===== config.mk =====
export PLATFORM = sky130hd
export DESIGN_NAME = sensor_history_mean_query_top
export DESIGN_NICKNAME = d
export VERILOG_FILES = /design/src/rtl/shmq_pkg.sv /design/src/rtl/sensor_history_mean_query_top.sv /design/src/rtl/shmq_ctrl.sv /design/src/rtl/shmq_dp.sv
export SDC_FILE = /design/constraint.sdc
export NUM_CORES = 1
export LEC_CHECK = 0
export ABC_CLOCK_PERIOD_IN_PS = 13400
export BUFFER_PORTS_ARGS = -buffer_cell sky130_fd_sc_hd__buf_2
export CAP_MARGIN = 20
export CORE_ASPECT_RATIO = 0.8
export CORE_MARGIN = 2
export CORE_UTILIZATION = 54
export CTS_BUF_LIST = sky130_fd_sc_hd__clkbuf_8
export DETAILED_ROUTE_END_ITERATION = 6
export PLACE_DENSITY = 0.71
export RECOVER_POWER = 25
export SETUP_SLACK_MARGIN = 0.1
export SKIP_LAST_GASP = 1
export SLEW_MARGIN = 15
export SYNTH_ARGS = -nofsm -noshare
export SYNTH_HDL_FRONTEND = slang
export SYNTH_SLANG_ARGS = --single-unit

===== constraint.sdc =====
create_clock -name clk -period 13.4 [get_ports clk]
set_input_delay 1.34 -clock clk [delete_from_list [all_inputs] [get_ports clk]]
set_output_delay 1.34 -clock clk [all_outputs]
set_load 0.1 [all_outputs]

===== src/rtl/shmq_pkg.sv =====
// ----------------------------------------------------------------------------
// shmq_pkg
// shared types, codes and decode helpers for the sensor history mean query
// ----------------------------------------------------------------------------
package shmq_pkg;

  // query codes
  localparam logic [7:0] CODE_LAST_A = 8'hA0;
  localparam logic [7:0] CODE_LAST_B = 8'hA1;
  localparam logic [7:0] CODE_LAST_C = 8'hA2;
  localparam logic [7:0] CODE_MEAN_A = 8'hA3;
  localparam logic [7:0] CODE_MEAN_B = 8'hA4;
  localparam logic [7:0] CODE_MEAN_C = 8'hA5;

  // result status
  localparam logic [1:0] STATUS_OK      = 2'd0;
  localparam logic [1:0] STATUS_UNKNOWN = 2'd1;
  localparam logic [1:0] STATUS_EMPTY   = 2'd2;

  // command field values
  localparam logic CMD_STORE = 1'b0;
  localparam logic CMD_QUERY = 1'b1;

  localparam int SUM_W   = 32;
  localparam int SMALL_W = 16;
  localparam int DIV_CW  = $clog2(SUM_W);

  typedef struct packed {
    logic        command;
    logic [7:0]  sample_a;
    logic [7:0]  sample_b;
    logic [31:0] sample_c;
    logic [7:0]  request_code;
  } req_t;

  typedef struct packed {
    logic [7:0]  echo_code;
    logic [31:0] answer;
    logic [1:0]  status;
  } rsp_t;

  typedef enum logic [1:0] {
    RING_A,
    RING_B,
    RING_C
  } ring_sel_t;

  typedef enum logic [1:0] {
    KIND_LAST,
    KIND_MEAN,
    KIND_BAD
  } code_kind_t;

  typedef enum logic [1:0] {
    SRC_DATA,
    SRC_QUOT,
    SRC_ZERO
  } res_src_t;

  // controller to datapath
  typedef struct packed {
    logic       store;
    logic       capture;
    logic       walk_clear;
    logic       rd_en;
    logic       rd_newest;
    logic       acc_add;
    logic       div_step;
    logic       res_load;
    res_src_t   res_src;
    logic [1:0] res_status;
  } shmq_cmd_t;

  // datapath to controller
  typedef struct packed {
    logic rd_nonzero;
    logic walk_last;
    logic count_zero;
    logic div_last;
    logic rsp_free;
  } shmq_stat_t;

  function automatic code_kind_t code_kind(input logic [7:0] code);
    code_kind_t k;
    case (code)
      CODE_LAST_A, CODE_LAST_B, CODE_LAST_C: k = KIND_LAST;
      CODE_MEAN_A, CODE_MEAN_B, CODE_MEAN_C: k = KIND_MEAN;
      default:                               k = KIND_BAD;
    endcase
    return k;
  endfunction

  function automatic ring_sel_t code_ring(input logic [7:0] code);
    ring_sel_t r;
    case (code)
      CODE_LAST_A, CODE_MEAN_A: r = RING_A;
      CODE_LAST_B, CODE_MEAN_B: r = RING_B;
      default:                  r = RING_C;
    endcase
    return r;
  endfunction

endpackage


===== src/rtl/sensor_history_mean_query_top.sv =====
// store beat: taken while idle, no result; the next beat can follow at once
// newest-sample query: ring read in S_LAST_RD, result loaded in S_FIN once the result register is free
// mean query: each ring entry is read (S_MEAN_RD) and checked (S_MEAN_CHK), then the bit-serial
//   divider runs and S_FIN loads the result; one query in flight at a time
// reset: synchronous, clears the write pointer, all ring valid bits (rings read
//   as zero) and the result valid flag; no clearing pass is needed
// ----------------------------------------------------------------------------
// sensor_history_mean_query_top
// three sample rings with a shared write pointer, answering newest-sample and
// leading-run mean queries
// ----------------------------------------------------------------------------
module sensor_history_mean_query_top #(
  parameter int RING_DEPTH = 11
) (
  input  logic           clk,
  input  logic           rst,
  input  logic           req_valid,
  output logic           req_ready,
  input  shmq_pkg::req_t req,
  output logic           rsp_valid,
  input  logic           rsp_ready,
  output shmq_pkg::rsp_t rsp
);
  import shmq_pkg::*;

  // command and status between sequencer and datapath
  shmq_cmd_t  cmd;
  shmq_stat_t stat;

  // sequencer: accepts a beat only when idle, steps the walk and divide
  shmq_ctrl u_ctrl (
    .clk          (clk),
    .rst          (rst),
    .req_valid    (req_valid),
    .req_ready    (req_ready),
    .command      (req.command),
    .request_code (req.request_code),
    .stat         (stat),
    .cmd          (cmd)
  );

  // datapath: rings, accumulator, divider and the result register that
  // decouples the response side
  shmq_dp #(
    .RING_DEPTH (RING_DEPTH)
  ) u_dp (
    .clk       (clk),
    .rst       (rst),
    .req       (req),
    .cmd       (cmd),
    .stat      (stat),
    .rsp_valid (rsp_valid),
    .rsp_ready (rsp_ready),
    .rsp       (rsp)
  );

  // a new result never overwrites one that has not been taken
  a_no_overwrite: assert property (@(posedge clk) disable iff (rst)
    cmd.res_load |-> (!rsp_valid || rsp_ready))
    else $error("result register overwritten");

  // rings are written only by an accepted store beat
  a_store_beat: assert property (@(posedge clk) disable iff (rst)
    cmd.store |-> (req_valid && req_ready && req.command == CMD_STORE))
    else $error("ring write without store beat");

  // the divider never runs with a zero divisor
  a_div_nonzero: assert property (@(posedge clk) disable iff (rst)
    cmd.div_step |-> !stat.count_zero)
    else $error("divide by zero count");

  // no new beat is taken while a query is still being worked on
  a_one_query: assert property (@(posedge clk) disable iff (rst)
    (cmd.capture && !cmd.res_load) |=> !req_ready)
    else $error("request accepted during query");

endmodule


===== src/rtl/shmq_ctrl.sv =====
// ----------------------------------------------------------------------------
// shmq_ctrl
// sequencer for store, newest-sample and mean queries
// ----------------------------------------------------------------------------
module shmq_ctrl (
  input  logic                clk,
  input  logic                rst,
  input  logic                req_valid,
  output logic                req_ready,
  input  logic                command,
  input  logic [7:0]          request_code,
  input  shmq_pkg::shmq_stat_t stat,
  output shmq_pkg::shmq_cmd_t  cmd
);
  import shmq_pkg::*;

  typedef enum logic [6:0] {
    S_IDLE      = 7'b0000001,
    S_LAST_RD   = 7'b0000010,
    S_LAST_WAIT = 7'b0000100,
    S_MEAN_RD   = 7'b0001000,
    S_MEAN_CHK  = 7'b0010000,
    S_DIV       = 7'b0100000,
    S_FIN       = 7'b1000000
  } state_t;

  state_t     state, state_next;
  res_src_t   fin_src, fin_src_next;
  logic [1:0] fin_status, fin_status_next;

  always_ff @(posedge clk) begin
    if (rst) begin
      state      <= S_IDLE;
      fin_src    <= SRC_ZERO;
      fin_status <= STATUS_OK;
    end else begin
      state      <= state_next;
      fin_src    <= fin_src_next;
      fin_status <= fin_status_next;
    end
  end

  always_comb begin
    state_next      = state;
    fin_src_next    = fin_src;
    fin_status_next = fin_status;
    cmd             = '0;
    cmd.res_src     = fin_src;
    cmd.res_status  = fin_status;
    req_ready       = 1'b0;
    case (state)
      S_IDLE: begin
        req_ready = 1'b1;
        if (req_valid) begin
          if (command == CMD_STORE) begin
            cmd.store = 1'b1;
          end else begin
            cmd.capture = 1'b1;
            case (code_kind(request_code))
              KIND_LAST: state_next = S_LAST_RD;
              KIND_MEAN: begin
                cmd.walk_clear = 1'b1;
                state_next     = S_MEAN_RD;
              end
              default: begin
                fin_src_next    = SRC_ZERO;
                fin_status_next = STATUS_UNKNOWN;
                state_next      = S_FIN;
              end
            endcase
          end
        end
      end
      S_LAST_RD: begin
        cmd.rd_en     = 1'b1;
        cmd.rd_newest = 1'b1;
        state_next    = S_LAST_WAIT;
      end
      S_LAST_WAIT: begin
        fin_src_next    = SRC_DATA;
        fin_status_next = STATUS_OK;
        state_next      = S_FIN;
      end
      S_MEAN_RD: begin
        cmd.rd_en  = 1'b1;
        state_next = S_MEAN_CHK;
      end
      S_MEAN_CHK: begin
        if (stat.rd_nonzero) begin
          cmd.acc_add = 1'b1;
          state_next  = stat.walk_last ? S_DIV : S_MEAN_RD;
        end else if (stat.count_zero) begin
          fin_src_next    = SRC_ZERO;
          fin_status_next = STATUS_EMPTY;
          state_next      = S_FIN;
        end else begin
          state_next = S_DIV;
        end
      end
      S_DIV: begin
        cmd.div_step = 1'b1;
        if (stat.div_last) begin
          fin_src_next    = SRC_QUOT;
          fin_status_next = STATUS_OK;
          state_next      = S_FIN;
        end
      end
      S_FIN: begin
        if (stat.rsp_free) begin
          cmd.res_load = 1'b1;
          state_next   = S_IDLE;
        end
      end
      default: state_next = S_IDLE;
    endcase
  end

endmodule


===== src/rtl/shmq_dp.sv =====
// ----------------------------------------------------------------------------
// shmq_dp
// sample rings, walk accumulator, serial divider and result register
// ----------------------------------------------------------------------------
module shmq_dp #(
  parameter int RING_DEPTH = 11
) (
  input  logic                clk,
  input  logic                rst,
  input  shmq_pkg::req_t       req,
  input  shmq_pkg::shmq_cmd_t  cmd,
  output shmq_pkg::shmq_stat_t stat,
  output logic                rsp_valid,
  input  logic                rsp_ready,
  output shmq_pkg::rsp_t       rsp
);
  import shmq_pkg::*;

  localparam int AW = $clog2(RING_DEPTH);
  localparam int CW = $clog2(RING_DEPTH + 1);
  localparam logic [AW-1:0] LAST_IDX = AW'(RING_DEPTH - 1);

  logic [7:0]  mem_a [RING_DEPTH];
  logic [7:0]  mem_b [RING_DEPTH];
  logic [31:0] mem_c [RING_DEPTH];
  logic [RING_DEPTH-1:0] vld;

  logic [AW-1:0] wp, newest, idx, rd_addr;
  logic [7:0]    rd_a, rd_b;
  logic [31:0]   rd_c;
  logic          rd_vld;
  logic [7:0]    code_q;
  ring_sel_t     sel;
  logic [SUM_W-1:0]  sum;
  logic [CW-1:0]     count, rem;
  logic [DIV_CW-1:0] dcnt;
  logic [SUM_W-1:0]  sel_data;
  logic [CW:0]       trial, diff;
  logic              ge;
  logic [SUM_W-1:0]  answer_next;

  assign newest  = (wp == '0) ? LAST_IDX : wp - AW'(1);
  assign rd_addr = cmd.rd_newest ? newest : idx;

  // rings, read through a registered port; unwritten entries read as zero
  always_ff @(posedge clk) begin
    if (cmd.store) begin
      mem_a[wp] <= req.sample_a;
      mem_b[wp] <= req.sample_b;
      mem_c[wp] <= req.sample_c;
    end
    if (cmd.rd_en) begin
      rd_a   <= mem_a[rd_addr];
      rd_b   <= mem_b[rd_addr];
      rd_c   <= mem_c[rd_addr];
      rd_vld <= vld[rd_addr];
    end
  end

  always_comb begin
    case (sel)
      RING_A:  sel_data = {24'b0, rd_a};
      RING_B:  sel_data = {24'b0, rd_b};
      RING_C:  sel_data = rd_c;
      default: sel_data = '0;
    endcase
    sel_data = rd_vld ? sel_data : '0;
  end

  // one restoring divide step
  assign trial = {rem, sum[SUM_W-1]};
  assign ge    = trial >= {1'b0, count};
  assign diff  = trial - {1'b0, count};

  always_comb begin
    case (cmd.res_src)
      SRC_DATA: answer_next = sel_data;
      SRC_QUOT: answer_next = sum;
      default:  answer_next = '0;
    endcase
  end

  always_ff @(posedge clk) begin
    if (rst) begin
      vld       <= '0;
      wp        <= '0;
      rsp_valid <= 1'b0;
    end else begin
      if (cmd.store) begin
        vld[wp] <= 1'b1;
        wp      <= (wp == LAST_IDX) ? '0 : wp + AW'(1);
      end
      if (cmd.res_load) begin
        rsp_valid <= 1'b1;
      end else if (rsp_ready) begin
        rsp_valid <= 1'b0;
      end
    end
  end

  always_ff @(posedge clk) begin
    if (cmd.capture) begin
      code_q <= req.request_code;
      sel    <= code_ring(req.request_code);
    end
    if (cmd.walk_clear) begin
      idx   <= '0;
      sum   <= '0;
      count <= '0;
      rem   <= '0;
      dcnt  <= '0;
    end else if (cmd.acc_add) begin
      idx   <= idx + AW'(1);
      count <= count + CW'(1);
      if (sel == RING_C) begin
        sum <= sum + sel_data;
      end else begin
        sum <= {{(SUM_W-SMALL_W){1'b0}}, sum[SMALL_W-1:0] + sel_data[SMALL_W-1:0]};
      end
    end else if (cmd.div_step) begin
      rem  <= ge ? diff[CW-1:0] : trial[CW-1:0];
      sum  <= {sum[SUM_W-2:0], ge};
      dcnt <= dcnt + DIV_CW'(1);
    end
    if (cmd.res_load) begin
      rsp.echo_code <= code_q;
      rsp.answer    <= answer_next;
      rsp.status    <= cmd.res_status;
    end
  end

  assign stat.rd_nonzero = sel_data != '0;
  assign stat.walk_last  = idx == LAST_IDX;
  assign stat.count_zero = count == '0;
  assign stat.div_last   = dcnt == '1;
  assign stat.rsp_free   = !rsp_valid || rsp_ready;

endmodule

==> reports/metrics.csv <==
stage,metric,value,unit
pwr,pwr dens,140.7,nW/um^2
cells_and_area,Final Non-Filler Cells,2686,
yosys,Yosys reg bits,705,
floorplan,DIE WIDTH,265.4,um
clock_tree,clock tree sinks,705,
timing,Fin Setup TNS,0,ns
global_route,total grt overflow,0,
run,maxcap violations,0,
pwr,Total Power,4.600,mW
floorplan,Die Height,213.1,um
yosys,largest family of logic cells by synthesized area,multiplexers,
global_route,initial antenna violation count,11,
detailed_routing,remaining antenna violation count,0,
yosys,post-synthesis sequential area ratio,69.16,%
place,Final HPWL DP,35.85,mm
yosys,simple-gate portion of the synthesized area,6.199,%
worst_setup_path,cell breakdown of the critical path,"nor2b_1, o2bb2ai_1, nand2_1, inv_1, ha_1, inv_1, fa_1, nor4bb_1, a221oi_1, o31ai_1, nand4b_1, a31o_2, o31a_1, or3_1, o311ai_1",
detailed_routing,vias,16400,
clock_tree,root buf cell,clkbuf_8,
detailed_routing,DRC Markers,0,
timing,RSZ-0062 raised after global routing,false,
place,# port buffers,104,
clock_tree,Post-CTS Resized,0,
timing,period utilization,37.95,%
clock_tree,TritonCTS clock tree,built,
global_route,first-pass GRT wire length,97.45,mm
floorplan,Std-Cell Rows,76,
timing,"Setup violations, final",0,
hold_path,hold path depth,0,
yosys,Post-Synth Adder-Cell Area,2.018,%
clock_tree,"Clk Latency, worst-skew pair",0.71,ns
detailed_routing,Avg Vias per Cell,6.106,
detailed_routing,First-pass DRT Iterations,5,
yosys,ys flop type,edfxtp_1,
global_route,largest net degree at the start of global routing,129,
yosys,Syn Std Cell Area,29510,um^2
yosys,number of enable flip-flop cells after synthesis,629,
cells_and_area,layout overhead on the synthesized area,10.79,%
worst_setup_path,CP arrival,5.67,ns
worst_setup_path,r2r worst-path depth,15,
worst_setup_path,CP Max Fanout,12,
yosys,Synth Net Count,1863,
detailed_routing,final WL,64.47,mm
pwr,Peak VDD IR,72.86,uV
clock_tree,H-tree depth,3,
yosys,cell count after synthesis,1758,
clock_tree,Clock Pin Slew Worst Setup and Hold Paths,0.06,ns
worst_setup_path,Crit path top cell by count,inv_1,
cells_and_area,Nets,2004,
hold_path,hold endpoint,u_dp.rsp[41],
hold_path,HP Class,reg2reg,
floorplan,IO Pins,105,
timing,Max Clock Skew,0.03033,ns
worst_setup_path,FF-to-FF setup slack,8.31,ns
yosys,synth unique cells,69,
yosys,XOR/XNOR share of the synthesized area,0.9497,%
outcome,outcome,finished clean,
yosys,Avg Inst Size Synth,16.79,um^2
clock_tree,postcts setup bufs,0,
pwr,P_leak,10.81,nW
yosys,post-synthesis compound-gate area fraction,5.546,%
floorplan,area of the die,56550,um^2
timing,fin crit period,5.085,ns
worst_setup_path,Crit. End Element,register,
yosys,Async SR Flop Fraction,0,%
yosys,Synth Warn #,0,
place,DP Cell Count,2495,
timing,Worst-Margin Slew,1.091,ns
detailed_routing,Initial DRC Count,1857,
detailed_routing,wire length per cell,24.00,um
worst_setup_path,CP required,13.99,ns
hold_path,hold wc startpoint,u_dp.code_q[7],
global_route,via count of the first global-routing pass,16163,
worst_setup_path,worst path bufs/invs,2,
timing,Slew HR,27.29,%
worst_setup_path,Startpoint Class,register,
place,GPL Wtd Cong,0.8666,
clock_tree,clock buffer depth,3,
worst_setup_path,CP max-delay cell,edfxtp_1,
timing,Max Clk Rate,196.6,MHz
cells_and_area,fraction of layout cells with a size suffix above 1,21.92,%
global_route,All-Layer GR Usage,23.21,%
timing,Fin. Hold Viols,0,
yosys,mux cell area share after synthesis,14.42,%
clock_tree,cts hold-fix bufs,0,
timing,Slew Limit Fails,0,
floorplan,core box area,53920,um^2
worst_setup_path,RR Startpoint,u_dp.sel[0],
cells_and_area,fin util,60.64,%
worst_setup_path,WS Path Type,reg2reg,
clock_tree,TritonCTS Buffers,103,
worst_setup_path,family with the most delay on the worst path,compound AO/OA/AOI/OAI gates,
worst_setup_path,CP max stage delay,0.71,ns
worst_setup_path,FF-to-FF End,u_dp.sum[28],
floorplan,Initial Utilization,54.73,%
how the worst max path moves through the flow:
| stage | start | to | slack (ns) | depth (start not counted) |
|---|---|---|---|---|
| floorplan | u_ctrl.state[6] | u_dp.mem_a[3][0] | 3.14 | 5 |
| global placement | u_dp.sel[0] | u_dp.sum[28] | 8.51 | 15 |
| detailed placement | u_dp.sel[0] | u_dp.sum[28] | 8.50 | 15 |
| CTS | u_dp.sel[0] | u_dp.sum[28] | 8.47 | 15 |
| global route | u_dp.sel[0] | u_dp.sum[28] | 8.20 | 15 |
| finish | u_dp.sel[0] | u_dp.sum[28] | 8.31 | 15 |
state kept, by name (all words and copies together) (netlist names), 5 cells and up:
name and flops:
u_dp.mem_a 88, u_dp.rsp 42, u_dp.rd_a 8, u_dp.rd_b 8
u_dp.sum 32, u_dp.code_q 8, u_dp.mem_b 88, u_dp.rd_c 32
u_dp.dcnt 5, u_ctrl.state 7, u_dp.vld 11, u_dp.mem_c 352
routing by layer:
metal  up-vias  global-route usage, %  wire [um]
li1       7315                      -          -
met1      8375                  32.71      27330
met2       613                  36.78      30630
met3        89                  5.651       5410
met4         8                  5.883       1049
met5         -                      0         55
synth_stat cells, types with 12 or more instances:
library cell / count / share of area, %
dfxtp_1: 76 / 5.2
nor2_1: 108 / 1.4
xnor2_1: 21 / 0.62
a22oi_1: 12 / 0.31
a21oi_1: 87 / 1.5
ha_1: 42 / 1.8
nor3_1: 19 / 0.32
nand4_1: 19 / 0.40
o21ai_0: 28 / 0.47
clkbuf_1: 67 / 0.85
mux2i_1: 45 / 1.5
and2_1: 44 / 0.93
and3_1: 23 / 0.49
inv_1: 32 / 0.41
mux2_2: 50 / 1.9
nand3_1: 13 / 0.22
nand2_1: 71 / 0.90
mux4_2: 144 / 11
edfxtp_1: 629 / 64
a21o_1: 23 / 0.59
buf_2: 21 / 0.36
cell usage in the layout (no fill, tap or decap), drive strengths merged, types with 33 or more instances in the layout:
cell    netlist  routed
a21oi        87      87
and2         44      44
buf          28      87
clkbuf       67     151
clkinv        0      33
dfxtp        76      76
edfxtp      629     629
ha           42      42
inv          32      75
mux2         50      50
mux2i        45      45
mux4        144     144
nand2        71      71
nor2        108     108
power breakdown:
group / switching (mW) / internal (mW) / leakage, nW / total, mW
logic: 0.309 / 0.217 / 3.40 / 0.527
clock network: 0.796 / 0.802 / 1.12 / 1.60
registers: 0.0301 / 2.45 / 6.29 / 2.48
cells by family after synthesis:
kind of cell | count (synthesis)
AND/OR/NAND/NOR | 359
multiplexers | 239
XOR/XNOR | 32
flip-flops | 705
buffers and inverters | 127
adder cells (fa/ha/maj) | 47
AO/OA/AOI/OAI | 249
per-stage QoR:
step           hold slack, ns  instance area, um^2  setup slack [ns]
5_1_grt                0.4284                32690             8.195
6_report               0.4208                32700             8.315
4_1_cts                0.4180                32740             8.475
3_3_place_gp           0.4016                30830             8.507
3_5_place_dp           0.4045                30830             8.501
2_1_floorplan          0.4003                29510             3.143
layout make-up:
type | count | area, um^2
well taps | 702 | 878.3
flip-flops and latches | 705 | 20410
repair buffers | 131 | 679.4
multi-input cells | 926 | 8690
inverters | 32 | 120.1
clock inverters | 79 | 435.4
diodes | 4 | 10.01
fillers | 3893 | 21220
clock buffers | 107 | 1473
(Power assumes the default switching activity.)
